**src/design/bil_pkg.sv**
```systemverilog
// shared constants, codes and types of the bilinear rgba sampler
package bil_pkg;

    localparam int MAX_WIDTH   = 256;
    localparam int MAX_HEIGHT  = 256;
    localparam int FRAC_BITS   = 8;

    localparam int COL_W       = $clog2(MAX_WIDTH);
    localparam int ROW_W       = $clog2(MAX_HEIGHT);
    localparam int SIZE_W      = 9;
    localparam int COORD_W     = 18;
    localparam int PIX_W       = 32;
    localparam int CH_W        = 8;
    localparam int NUM_CH      = PIX_W / CH_W;

    localparam int NUM_BANKS   = 4;
    localparam int BANK_AW     = (COL_W - 1) + (ROW_W - 1);
    localparam int BANK_DEPTH  = 1 << BANK_AW;

    localparam int QUEUE_DEPTH = 4;
    localparam int QPTR_W      = $clog2(QUEUE_DEPTH);

    localparam int CFG_IDX_W   = 4;

    typedef enum logic [CFG_IDX_W-1:0] {
        REG_IMAGE_WIDTH  = 4'd0,
        REG_IMAGE_HEIGHT = 4'd1
    } cfg_reg_t;

    typedef enum logic {
        OP_WRITE  = 1'b0,
        OP_SAMPLE = 1'b1
    } op_t;

    // decoded request handed from the front end to the back end
    typedef struct packed {
        logic                 is_sample;
        logic                 empty;
        logic [COL_W-1:0]     col0;
        logic [COL_W-1:0]     col1;
        logic [ROW_W-1:0]     row0;
        logic [ROW_W-1:0]     row1;
        logic [FRAC_BITS-1:0] fx;
        logic [FRAC_BITS-1:0] fy;
        logic [PIX_W-1:0]     word;
    } cmd_t;

endpackage

```
**src/design/bil_queue.sv**
```systemverilog
// short request queue between front end and back end
module bil_queue import bil_pkg::*; (
    input  logic clk,
    input  logic rst_n,
    input  logic push,
    input  cmd_t wr_cmd,
    output logic full,
    output logic not_empty,
    input  logic pop,
    output cmd_t rd_cmd
);

    cmd_t              slot_reg [QUEUE_DEPTH];
    logic [QPTR_W-1:0] wr_ptr_reg;
    logic [QPTR_W-1:0] rd_ptr_reg;
    logic [QPTR_W:0]   count_reg;
    logic [QPTR_W:0]   count_next;

    assign full      = (count_reg == (QPTR_W + 1)'(QUEUE_DEPTH));
    assign not_empty = (count_reg != '0);
    assign rd_cmd    = slot_reg[rd_ptr_reg];

    always_comb
    begin
        count_next = count_reg;
        if (push && !pop)
            count_next = count_reg + (QPTR_W + 1)'(1);
        else if (pop && !push)
            count_next = count_reg - (QPTR_W + 1)'(1);
    end

    always_ff @(posedge clk or negedge rst_n)
    begin
        if (!rst_n)
        begin
            wr_ptr_reg <= '0;
            rd_ptr_reg <= '0;
            count_reg  <= '0;
        end
        else
        begin
            if (push)
                wr_ptr_reg <= wr_ptr_reg + QPTR_W'(1);
            if (pop)
                rd_ptr_reg <= rd_ptr_reg + QPTR_W'(1);
            count_reg <= count_next;
        end
    end

    always_ff @(posedge clk)
    begin
        if (push)
            slot_reg[wr_ptr_reg] <= wr_cmd;
    end

    a_push_grows: assert property (@(posedge clk) disable iff (!rst_n)
        (push && !pop) |=> (count_reg == $past(count_reg) + (QPTR_W + 1)'(1)))
        else $error("queue count did not grow on a lone push");

    a_pop_nonempty: assert property (@(posedge clk) disable iff (!rst_n)
        pop |-> (count_reg != '0))
        else $error("queue popped while empty");

endmodule

```
**config.mk**
```make
export PLATFORM = sky130hd
export DESIGN_NAME = bil_queue
export DESIGN_NICKNAME = d
export VERILOG_FILES = /design/src/design/bil_pkg.sv /design/src/design/bil_queue.sv
export SDC_FILE = /design/constraint.sdc
export NUM_CORES = 1
export LEC_CHECK = 0
export BUFFER_PORTS_ARGS = -buffer_cell sky130_fd_sc_hd__buf_4
export CAP_MARGIN = 20
export CELL_PAD_IN_SITES_DETAIL_PLACEMENT = 2
export CELL_PAD_IN_SITES_GLOBAL_PLACEMENT = 2
export CORE_MARGIN = 2
export CORE_UTILIZATION = 45
export CTS_CLUSTER_SIZE = 16
export DETAILED_ROUTE_END_ITERATION = 8
export GPL_TIMING_DRIVEN = 0
export PLACE_DENSITY = 0.78
export SYNTH_ARGS = -nofsm -noshare
export SYNTH_HDL_FRONTEND = slang
export SYNTH_SLANG_ARGS = --single-unit
```
**constraint.sdc**
```tcl
create_clock -name clk -period 3.8 [get_ports clk]
set_input_delay 0.95 -clock clk [delete_from_list [all_inputs] [get_ports clk]]
set_output_delay 0.95 -clock clk [all_outputs]
set_load 0.005 [all_outputs]
```
==> results.json <==
{
  "setup_viol": 0,
  "rsz0062_at_grt": "no",
  "postCtsHoldBufs": 0,
  "maxCapViolations": 0,
  "cpPeakStageDelay_ns": 0.38,
  "wl_per_cell_um": 26.2,
  "met2_usage": 0.350,
  "drc": 0,
  "relSlewSlack": 0.594,
  "grt_max_degree": 54,
  "clk-insertion-delay-late_ns": 0.52,
  "drtPass1Iterations": 4,
  "initial_utilization": 0.456,
  "finClkSkew_ns": 0.0280,
  "ioPinCount": 170,
  "top_usage_layer": "met2",
  "cts_buffers": 36,
  "largest_reg_flops": 328,
  "vias_per_cell": 5.34,
  "syn_to_final_growth_pct": 23.2,
  "cts_tree": "done",
  "critical_path.top_delay_family": "buffers and inverters",
  "cp_slowest_cell": "mux4_2",
  "place_hpwl_mm": 17.5,
  "cp-start-kind": "flop",
  "slew_viol_final": 0,
  "cts_setup_buffers": 0,
  "routed_wirelength_mm": 27.1,
  "path_max_fanout": 10,
  "clockBufferDepth": 3,
  "synth_seq_cells": 335,
  "ys_types": 19,
  "path_class": "reg -> out",
  "crit_chain": "buf_2 > buf_2 > mux4_2 > buf_4",
  "grtUsageTotal": 0.194,
  "fin_crit_sh": 0.804,
  "met1_usage": 0.241,
  "clkTransAtPathRegs_ns": 0.07,
  "clock_sinks": 335,
  "cts_resized": 0,
  "synthCells": 462,
  "outcome": "finished clean",
  "cp-end-kind": "output port",
  "fp.dieW_um": 169,
  "cp_data_required_time_ns": 2.85,
  "synth_nets": 554,
  "fin_crit_ns": 3.05,
  "final_core_util": 0.562,
  "grt_pass1_vias": 6427,
  "ys_seq_area_frac": 0.820,
  "p_per_area_nw_per_um2": 774,
  "port_buffers": 169,
  "die_h_um": 169,
  "critical_path_arrival_ns": 2.10,
  "path_common_cell": "buf_2",
  "synth_area_um2": 12200,
  "htree_levels": 2,
  "min-delay-path-class": "in -> async",
  "clockRootBuffer": "clkbuf_16",
  "fmax_ghz": 0.327,
  "gr-usage-met3": 0.0404,
  "grt_first_pass_wirelength_mm": 40.7,
  "p_leak_nw": 5.17,
  "worst-path-buf-inv": 3,
  "gp_congestion": 0.695,
  "final_nets": 765,
  "peakVddDrop_uv": 573,
  "grt-ovfl-total": 0,
  "die_area_um2": 28500,
  "core_um2": 26800,
  "n_antenna_cell": 0,
  "ant_nets": 0,
  "vias": 5531,
  "drtIter0Drc": 373,
  "hold_viol_final": 0,
  "antenna_found_initial": 0,
  "ys_warn_count": 0,
  "avgSynthCellArea_um2": 26.5,
  "worst_slew_pin_slew_ns": 0.608,
  "final_layout_size_suffix_gt1_frac": 0.463,
  "fp-row-count": 60,
  "finalSetupTns_ns": 0,
  "ff2ff_setup_slack_ns": 1.84
}
## layout by cell type, fill, tap and decap left out
cell type / instances
and2_4: 4
buf_16: 4
buf_2: 8
buf_4: 171
buf_6: 7
clkbuf_1: 11
clkbuf_16: 37
clkinv_1: 5
clkinv_2: 5
clkinvlp_4: 2
dfrtp_1: 7
edfxtp_1: 328
fa_1: 1
ha_1: 5
inv_1: 4
mux2_2: 1
mux4_2: 82
nand2_1: 2
nor2_1: 1
nor3b_1: 1
o21ai_0: 1
or3_1: 1
xnor2_1: 2
xor2_1: 4
## worst register-to-register path: cells and delay by family (launching register included)
| family | cells | cell delay, ns |
|---|---|---|
| AND/OR/NAND/NOR | 1 | 0.49 |
| buffers and inverters | 2 | 0.48 |
| adder cells (fa/ha/maj) | 1 | 0.18 |
| flip-flops | 1 | 0.42 |
## path summary, 6_finish.rpt
path                                      startpoint                   endpoint  cells after the start
setup / recovery           rd_ptr_reg[1]$_DFFE_PN0P_                 rd_cmd[13]                      4
min in group clk            count_reg[2]$_DFFE_PN0P_   count_reg[2]$_DFFE_PN0P_                      1
hold / removal                                 rst_n  rd_ptr_reg[0]$_DFFE_PN0P_                      1
max in group asynchronous                      rst_n  rd_ptr_reg[1]$_DFFE_PN0P_                      1
hold reg to reg             count_reg[2]$_DFFE_PN0P_   count_reg[2]$_DFFE_PN0P_                      1
setup reg to reg           wr_ptr_reg[1]$_DFFE_PN0P_  slot_reg[1][18]$_DFFE_PP_                      4
## through the flow
step | power (mW) | hold WS, ns | setup slack, ns | instances | instance area [µm²]
2_1_floorplan | 6.96 | 0.449 | 0.493 | 462 | 12200
3_3_place_gp | 8.55 | 0.469 | -1.18 | 972 | 13900
3_5_place_dp | 8.73 | 0.498 | 1.24 | 976 | 14000
4_1_cts | 11.9 | 0.226 | 0.696 | 1035 | 15100
5_1_grt | 12.2 | 0.233 | 0.649 | 1035 | 15100
6_report | 11.7 | 0.241 | 0.745 | 1035 | 15100
## cell families (layout without fill, tap and decap cells)
logic type / count (synthesis) / after routing / synth area share
AO/OA/AOI/OAI: 1 / 1 / 0.000409
XOR/XNOR: 6 / 6 / 0.00430
adder cells (fa/ha/maj): 6 / 6 / 0.00675
buffers and inverters: 22 / 254 / 0.0125
flip-flops: 335 / 335 / 0.820
multiplexers: 83 / 83 / 0.152
AND/OR/NAND/NOR: 9 / 9 / 0.00409
## metal layers
| layer | share of wire | wire (µm) |
|---|---|---|
| met1 | 0.40 | 10700 |
| met2 | 0.53 | 14500 |
| met4 | 0.018 | 490 |
| met5 | 0 | 0 |
| met3 | 0.051 | 1390 |
## cells in the mapped netlist (all sizes together)
library cell    n  share of area
nor2            1        0.00031
edfxtp        328           0.81
nand2           2        0.00061
mux4           82           0.15
and2            4         0.0020
or3             1        0.00051
buf            17          0.011
fa              1         0.0016
inv             4         0.0012
ha              5         0.0051
xnor2           2         0.0014
nor3b           1        0.00061
o21ai           1        0.00041
dfrtp           7          0.014
clkbuf          1        0.00031
xor2            4         0.0029
mux2            1        0.00092
## cell type report
class	count	area (µm²)
clock buffer	47	963
buffer	18	138
inverter	4	15.0
fill	2140	11700
tap	341	427
timing repair buffer	173	1380
multi-input combinational	105	2060
sequential	335	10000
clock inverter	12	58.8
## power breakdown
group,switching (mW),total [mW],leakage (nW),internal [mW]
Clock,1.32,3.10,0.495,1.77
Sequential,0.210,5.05,3.09,4.84
Combinational,1.65,3.51,1.58,1.86
Total,3.18,11.7,5.17,8.47
Power figures use the tool's default switching activity.
