### src/design/bil_pkg.sv
// shared constants, codes and types of the bilinear rgba sampler
package bil_pkg;

    localparam int MAX_WIDTH   = 256;
    localparam int MAX_HEIGHT  = 256;
    localparam int FRAC_BITS   = 8;

    localparam int COL_W       = $clog2(MAX_WIDTH);
    localparam int ROW_W       = $clog2(MAX_HEIGHT);
    localparam int SIZE_W      = 9;
    localparam int COORD_W     = 18;
    localparam int PIX_W       = 32;
    localparam int CH_W        = 8;
    localparam int NUM_CH      = PIX_W / CH_W;

    localparam int NUM_BANKS   = 4;
    localparam int BANK_AW     = (COL_W - 1) + (ROW_W - 1);
    localparam int BANK_DEPTH  = 1 << BANK_AW;

    localparam int QUEUE_DEPTH = 4;
    localparam int QPTR_W      = $clog2(QUEUE_DEPTH);

    localparam int CFG_IDX_W   = 4;

    typedef enum logic [CFG_IDX_W-1:0] {
        REG_IMAGE_WIDTH  = 4'd0,
        REG_IMAGE_HEIGHT = 4'd1
    } cfg_reg_t;

    typedef enum logic {
        OP_WRITE  = 1'b0,
        OP_SAMPLE = 1'b1
    } op_t;

    // decoded request handed from the front end to the back end
    typedef struct packed {
        logic                 is_sample;
        logic                 empty;
        logic [COL_W-1:0]     col0;
        logic [COL_W-1:0]     col1;
        logic [ROW_W-1:0]     row0;
        logic [ROW_W-1:0]     row1;
        logic [FRAC_BITS-1:0] fx;
        logic [FRAC_BITS-1:0] fy;
        logic [PIX_W-1:0]     word;
    } cmd_t;

endpackage

### src/design/bil_if.sv
// channel interfaces of the bilinear rgba sampler

interface bil_req_if import bil_pkg::*; ();
    logic                      valid;
    logic                      ready;
    logic                      opcode;
    logic [COL_W-1:0]          pixel_column;
    logic [ROW_W-1:0]          pixel_row;
    logic [PIX_W-1:0]          pixel_word;
    logic signed [COORD_W-1:0] sample_x;
    logic signed [COORD_W-1:0] sample_y;

    modport source (output valid, opcode, pixel_column, pixel_row, pixel_word,
                    sample_x, sample_y, input ready);
    modport sink   (input valid, opcode, pixel_column, pixel_row, pixel_word,
                    sample_x, sample_y, output ready);
endinterface


interface bil_cfg_if import bil_pkg::*; ();
    logic                 valid;
    logic                 ready;
    logic [CFG_IDX_W-1:0] index;
    logic [SIZE_W-1:0]    data;

    modport source (output valid, index, data, input ready);
    modport sink   (input valid, index, data, output ready);
endinterface

### src/design/bil_front.sv
// front end: configuration registers, request decode and coordinate clamp
module bil_front import bil_pkg::*; (
    input  logic      clk,
    input  logic      rst_n,
    bil_cfg_if.sink   cfg,
    bil_req_if.sink   req,
    input  logic      q_full,
    output logic      push,
    output cmd_t      cmd
);

    logic [SIZE_W-1:0]          image_width_reg;
    logic [SIZE_W-1:0]          image_height_reg;
    logic [SIZE_W-1:0]          eff_w;
    logic [SIZE_W-1:0]          eff_h;
    logic [COL_W-1:0]           x_last;
    logic [ROW_W-1:0]           y_last;
    logic [COL_W+FRAC_BITS-1:0] x_top;
    logic [ROW_W+FRAC_BITS-1:0] y_top;
    logic [COL_W+FRAC_BITS-1:0] cx;
    logic [ROW_W+FRAC_BITS-1:0] cy;
    logic [COL_W-1:0]           x0;
    logic [COL_W-1:0]           x1;
    logic [ROW_W-1:0]           y0;
    logic [ROW_W-1:0]           y1;
    logic                       is_sample;

    assign cfg.ready = 1'b1;
    assign req.ready = !q_full;
    assign push      = req.valid && req.ready;

    always_ff @(posedge clk or negedge rst_n)
    begin
        if (!rst_n)
        begin
            image_width_reg  <= '0;
            image_height_reg <= '0;
        end
        else if (cfg.valid && cfg.ready)
        begin
            case (cfg.index)
                REG_IMAGE_WIDTH:  image_width_reg  <= cfg.data;
                REG_IMAGE_HEIGHT: image_height_reg <= cfg.data;
                default:          ;
            endcase
        end
    end

    always_comb
    begin
        // sizes above the store saturate
        eff_w = (image_width_reg > SIZE_W'(MAX_WIDTH)) ? SIZE_W'(MAX_WIDTH) : image_width_reg;
        eff_h = (image_height_reg > SIZE_W'(MAX_HEIGHT)) ? SIZE_W'(MAX_HEIGHT)
                                                           : image_height_reg;
        x_last = COL_W'(eff_w - SIZE_W'(1));
        y_last = ROW_W'(eff_h - SIZE_W'(1));
        x_top  = {x_last, {FRAC_BITS{1'b0}}};
        y_top  = {y_last, {FRAC_BITS{1'b0}}};

        if (req.sample_x[COORD_W-1])
            cx = '0;
        else if (req.sample_x > $signed({1'b0, x_top}))
            cx = x_top;
        else
            cx = req.sample_x[COL_W+FRAC_BITS-1:0];

        if (req.sample_y[COORD_W-1])
            cy = '0;
        else if (req.sample_y > $signed({1'b0, y_top}))
            cy = y_top;
        else
            cy = req.sample_y[ROW_W+FRAC_BITS-1:0];

        x0 = cx[COL_W+FRAC_BITS-1:FRAC_BITS];
        y0 = cy[ROW_W+FRAC_BITS-1:FRAC_BITS];
        x1 = (SIZE_W'(x0) + SIZE_W'(1) < eff_w) ? x0 + COL_W'(1) : x_last;
        y1 = (SIZE_W'(y0) + SIZE_W'(1) < eff_h) ? y0 + ROW_W'(1) : y_last;

        is_sample = (req.opcode == OP_SAMPLE);

        cmd.is_sample = is_sample;
        cmd.empty     = (eff_w == '0) || (eff_h == '0);
        cmd.col0      = is_sample ? x0 : req.pixel_column;
        cmd.col1      = x1;
        cmd.row0      = is_sample ? y0 : req.pixel_row;
        cmd.row1      = y1;
        cmd.fx        = cx[FRAC_BITS-1:0];
        cmd.fy        = cy[FRAC_BITS-1:0];
        cmd.word      = req.pixel_word;
    end

endmodule

### src/flat_wrapper.sv
// flat-port wrapper written by rule: the top's interface ports become plain ports
module bil_front_flat import bil_pkg::*;
  (clk, rst_n, q_full, push, cmd, cfg_valid, cfg_index, cfg_data, cfg_ready, req_valid, req_opcode, req_pixel_column, req_pixel_row, req_pixel_word, req_sample_x, req_sample_y, req_ready);
  bil_cfg_if cfg_i ();
  bil_req_if req_i ();
  input  logic clk;
  input  logic rst_n;
  input  logic q_full;
  output logic push;
  output cmd_t cmd;
  input wire logic [$bits(cfg_i.valid)-1:0] cfg_valid;
  input wire logic [$bits(cfg_i.index)-1:0] cfg_index;
  input wire logic [$bits(cfg_i.data)-1:0] cfg_data;
  output wire logic [$bits(cfg_i.ready)-1:0] cfg_ready;
  input wire logic [$bits(req_i.valid)-1:0] req_valid;
  input wire logic [$bits(req_i.opcode)-1:0] req_opcode;
  input wire logic [$bits(req_i.pixel_column)-1:0] req_pixel_column;
  input wire logic [$bits(req_i.pixel_row)-1:0] req_pixel_row;
  input wire logic [$bits(req_i.pixel_word)-1:0] req_pixel_word;
  input wire logic [$bits(req_i.sample_x)-1:0] req_sample_x;
  input wire logic [$bits(req_i.sample_y)-1:0] req_sample_y;
  output wire logic [$bits(req_i.ready)-1:0] req_ready;
  assign cfg_i.valid = cfg_valid;
  assign cfg_i.index = cfg_index;
  assign cfg_i.data = cfg_data;
  assign cfg_ready = cfg_i.ready;
  assign req_i.valid = req_valid;
  assign req_i.opcode = req_opcode;
  assign req_i.pixel_column = req_pixel_column;
  assign req_i.pixel_row = req_pixel_row;
  assign req_i.pixel_word = req_pixel_word;
  assign req_i.sample_x = req_sample_x;
  assign req_i.sample_y = req_sample_y;
  assign req_ready = req_i.ready;
  bil_front u_core (.clk(clk), .rst_n(rst_n), .cfg(cfg_i), .req(req_i), .q_full(q_full), .push(push), .cmd(cmd));
endmodule
### config.mk
export PLATFORM = sky130hd
export DESIGN_NAME = bil_front_flat
export DESIGN_NICKNAME = d
export VERILOG_FILES = /design/src/design/bil_pkg.sv /design/src/design/bil_if.sv /design/src/design/bil_front.sv /design/src/flat_wrapper.sv
export SDC_FILE = /design/constraint.sdc
export NUM_CORES = 1
export LEC_CHECK = 0
export BUFFER_PORTS_ARGS = -buffer_cell sky130_fd_sc_hd__buf_2
export CORE_MARGIN = 1.5
export CORE_UTILIZATION = 47
export CTS_BUF_LIST = sky130_fd_sc_hd__clkbuf_8
export DETAILED_ROUTE_END_ITERATION = 16
export GPL_ROUTABILITY_DRIVEN = 0
export HOLD_SLACK_MARGIN = 0.12
export PLACE_DENSITY = 0.89
export RECOVER_POWER = 25
export SYNTH_ARGS = -nofsm -noshare
export SYNTH_HDL_FRONTEND = slang
export SYNTH_SLANG_ARGS = --single-unit
### constraint.sdc
create_clock -name clk -period 8.9 [get_ports clk]
set_clock_uncertainty 0.1 [all_clocks]
set_input_delay 1.78 -clock clk [delete_from_list [all_inputs] [get_ports clk]]
set_output_delay 1.78 -clock clk [all_outputs]
set_load 0.05 [all_outputs]
==> results_dict.tcl <==
set metrics [dict create \
    outcome "complete, but fails checks" \
    violations "capacitance limit, slew limit" \
    grt_max_degree 19 \
    synth_common_cells "nand2_1 (46), buf_4 (34), ha_1 (34)" \
    min_path_cells 1 \
    reg2reg_depth 2 \
    drt_wl_total_um 11000 \
    synth_warnings 0 \
    drive_gt1_share_pct 36.7 \
    leakagePower_nw 2.01 \
    setup_viol 0 \
    startpoint "req_sample_y[8]" \
    finalMaxSlewViolations 11 \
    dr_wl_met3_um 916 \
    postPlaceCellArea_um2 3930 \
    holdPathEnd "u_core.image_height_reg[7]$_DFFE_PN0P_" \
    hold_start "u_core.image_height_reg[7]$_DFFE_PN0P_" \
    viasPerCell 6.07 \
    ant_nets 0 \
    io_buffers 122 \
    max_freq_mhz 116 \
    die_h_um 88.5 \
    critical_path_required_ns 7.02 \
    wl_met1_um 4200 \
    diodes 0 \
    dp.final_hpwl_um 8990 \
    grt_antenna_before_repair 0 \
    crit_type "in2out" \
    ys.flop_type "dfrtp_1" \
    cts_buffers 3 \
    cp-end-kind "output port" \
    die_w_um 88.5 \
    dp_cells 619 \
    top_layer_used "met4" \
    cts_tree "yes" \
    totalNegativeSetupSlack_ns 0 \
    cts_buffer_depth 2 \
    clock-root-buffer "clkbuf_8" \
    r2r_end "u_core.image_height_reg[8]$_DFFE_PN0P_" \
    synth_seq_area_share_pct 13.1 \
    yosysMostFrequentCell "nand2_1" \
    whs_ns 0.439 \
    async_flop_share_pct 100 \
    yosys.area.top_type "dfrtp_1" \
    row_count 30 \
    drv_cap 1 \
    slew_headroom_pct -15.1 \
    synthCells 438 \
    route.met2.wl_um 5310 \
    cellPowerDensity_nw_per_um2 324 \
    grt.overflow.total 0 \
    first_iter_violations 325 \
    final_nets 669 \
    grtUsageTotal_pct 27.3 \
    hold_buffers 0 \
    period_minus_slack_ns 8.65 \
    synthesis.area_um2 3430 \
    hold_viol_final 0 \
    arrival_ns 6.77 \
    core_um2 6940 \
    path_max_fanout 5 \
    clkSlewWorstSetupHoldPaths_ns 0.06 \
    final_area_um2 4050 \
    syn_nets 575 \
    area_growth_pct 18.0 \
    cts.sinks 18 \
    synth_seq_cells 18 \
    num_vias 3808 \
    setup_slack_ns 0.251 \
    grt_pass1_wl_um 17100 \
    ioPinCount 188 \
    ff2ff_setup_slack_ns 7.80 \
    pre_cts_slack_ns 0.0117 \
    start_util_pct 49.5 \
    hold_class "reg2reg" \
    wl_per_cell_um 17.5 \
    start_kind "input port" \
    die-area_um2 7830 \
    clkLatencyLatePin_ns 0.25 \
    synth_area_leaders "dfrtp_1 (13%), ha_1 (12%), mux2_2 (10%)" \
    finalCritPeriodShare_pct 97.2 \
    grt_pass1_vias 3706 \
    synth_top_cell_area_share_pct 13.1 \
    drc 0 \
    ys_types 65 \
    max-vdd-ir-drop_v 0.000206 \
    stdcell_count 627 \
    avgSynthCellArea_um2 7.84 \
    ctsHtreeMaxLevel 1 \
    tightest_slew_ns 1.71 \
    synth-edff-count 0 \
    reg2reg_from "u_core.image_height_reg[8]$_DFFE_PN0P_" \
    first_pass_iters 5 \
]
stage by stage:
stage          util (%)  total power, mW
6_report           58.4             1.32
5_1_grt            58.4             1.40
4_1_cts            57.7             1.28
3_5_place_dp       56.6             1.20
3_3_place_gp       56.6             1.17
2_1_floorplan         -            0.991
how the worst max path moves through the flow:
stage	endpoint	slack, ns	cells past startpoint
CTS	cmd[55]	0.09	23
finish	cmd[55]	0.25	23
floorplan	cmd[48]	-0.002	20
global route	cmd[51]	-0.03	23
global placement	cmd[54]	0.25	22
detailed placement	cmd[52]	0.01	22
area by class of cell:
| cell class | count | area (um^2) |
|---|---|---|
| fillers | 643 | 2890 |
| multi-input cells | 353 | 2640 |
| repair buffers | 134 | 699 |
| flip-flops and latches | 18 | 452 |
| well taps | 96 | 120 |
| inverters | 22 | 86.3 |
| clock buffers | 4 | 55.1 |
metal layers:
| layer | GRT usage (%) | vias to the layer above |
|---|---|---|
| li1 | - | 1764 |
| met1 | 32.4 | 1750 |
| met2 | 46.3 | 231 |
| met3 | 5.41 | 63 |
| met4 | 15.2 | 0 |
| met5 | 0 | - |
cells by family (layout without fill, tap and decap cells):
group	count (synthesis)	in the layout	share of synthesized area, %
adder cells (fa/ha/maj)	34	34	12.4
other	1	1	0.109
multiplexers	44	44	14.4
AO/OA/AOI/OAI	83	83	17.4
buffers and inverters	67	160	11.1
flip-flops	18	18	13.1
XOR/XNOR	21	21	5.36
AND/OR/NAND/NOR	170	170	26.1
what timing repair did:
item                                    CTS  global route
buffers inserted                          2             2
gates cloned                              0             0
resized for setup                         1            10
endpoints found under the setup margin    5            16
pin swaps                                 0             1
hold endpoints to repair                  0             0
layout by cell type (no fill, tap or decap), drive strengths merged, types with 9 or more instances in the layout:
cell | synthesis | layout
inv | 20 | 20
nor2 | 29 | 29
nand2 | 47 | 47
mux2i | 9 | 9
xnor2 | 14 | 14
dfrtp | 18 | 18
nor4 | 10 | 10
and3 | 17 | 17
nand3 | 12 | 12
a21oi | 17 | 17
buf | 36 | 133
mux2 | 35 | 35
ha | 34 | 34
o21ai | 17 | 17
nor3 | 13 | 13
worst max-delay path, cell delays in order:
cell	delay, ns
buf_2	0.12
inv_1	0.08
ha_1	0.28
or4bb_1	0.50
nor4_2	0.33
a21oi_1	0.14
o211ai_4	0.28
and2_1	0.18
nor2_1	0.06
a211oi_2	0.26
ha_2	0.27
inv_1	0.07
nor2_2	0.19
nand4_1	0.24
xnor2_2	0.21
ha_1	0.30
o2111a_1	0.24
nand3_1	0.20
o31ai_4	0.30
a21oi_4	0.05
buf_4	0.18
mux2_4	0.29
buf_2	0.21
where the power goes:
part | total (mW) | internal [mW] | switching (mW)
Combinational | 1.12 | 0.375 | 0.749
Sequential | 0.127 | 0.101 | 0.0258
Clock | 0.0648 | 0.0392 | 0.0256
(Power assumes the default switching activity.)
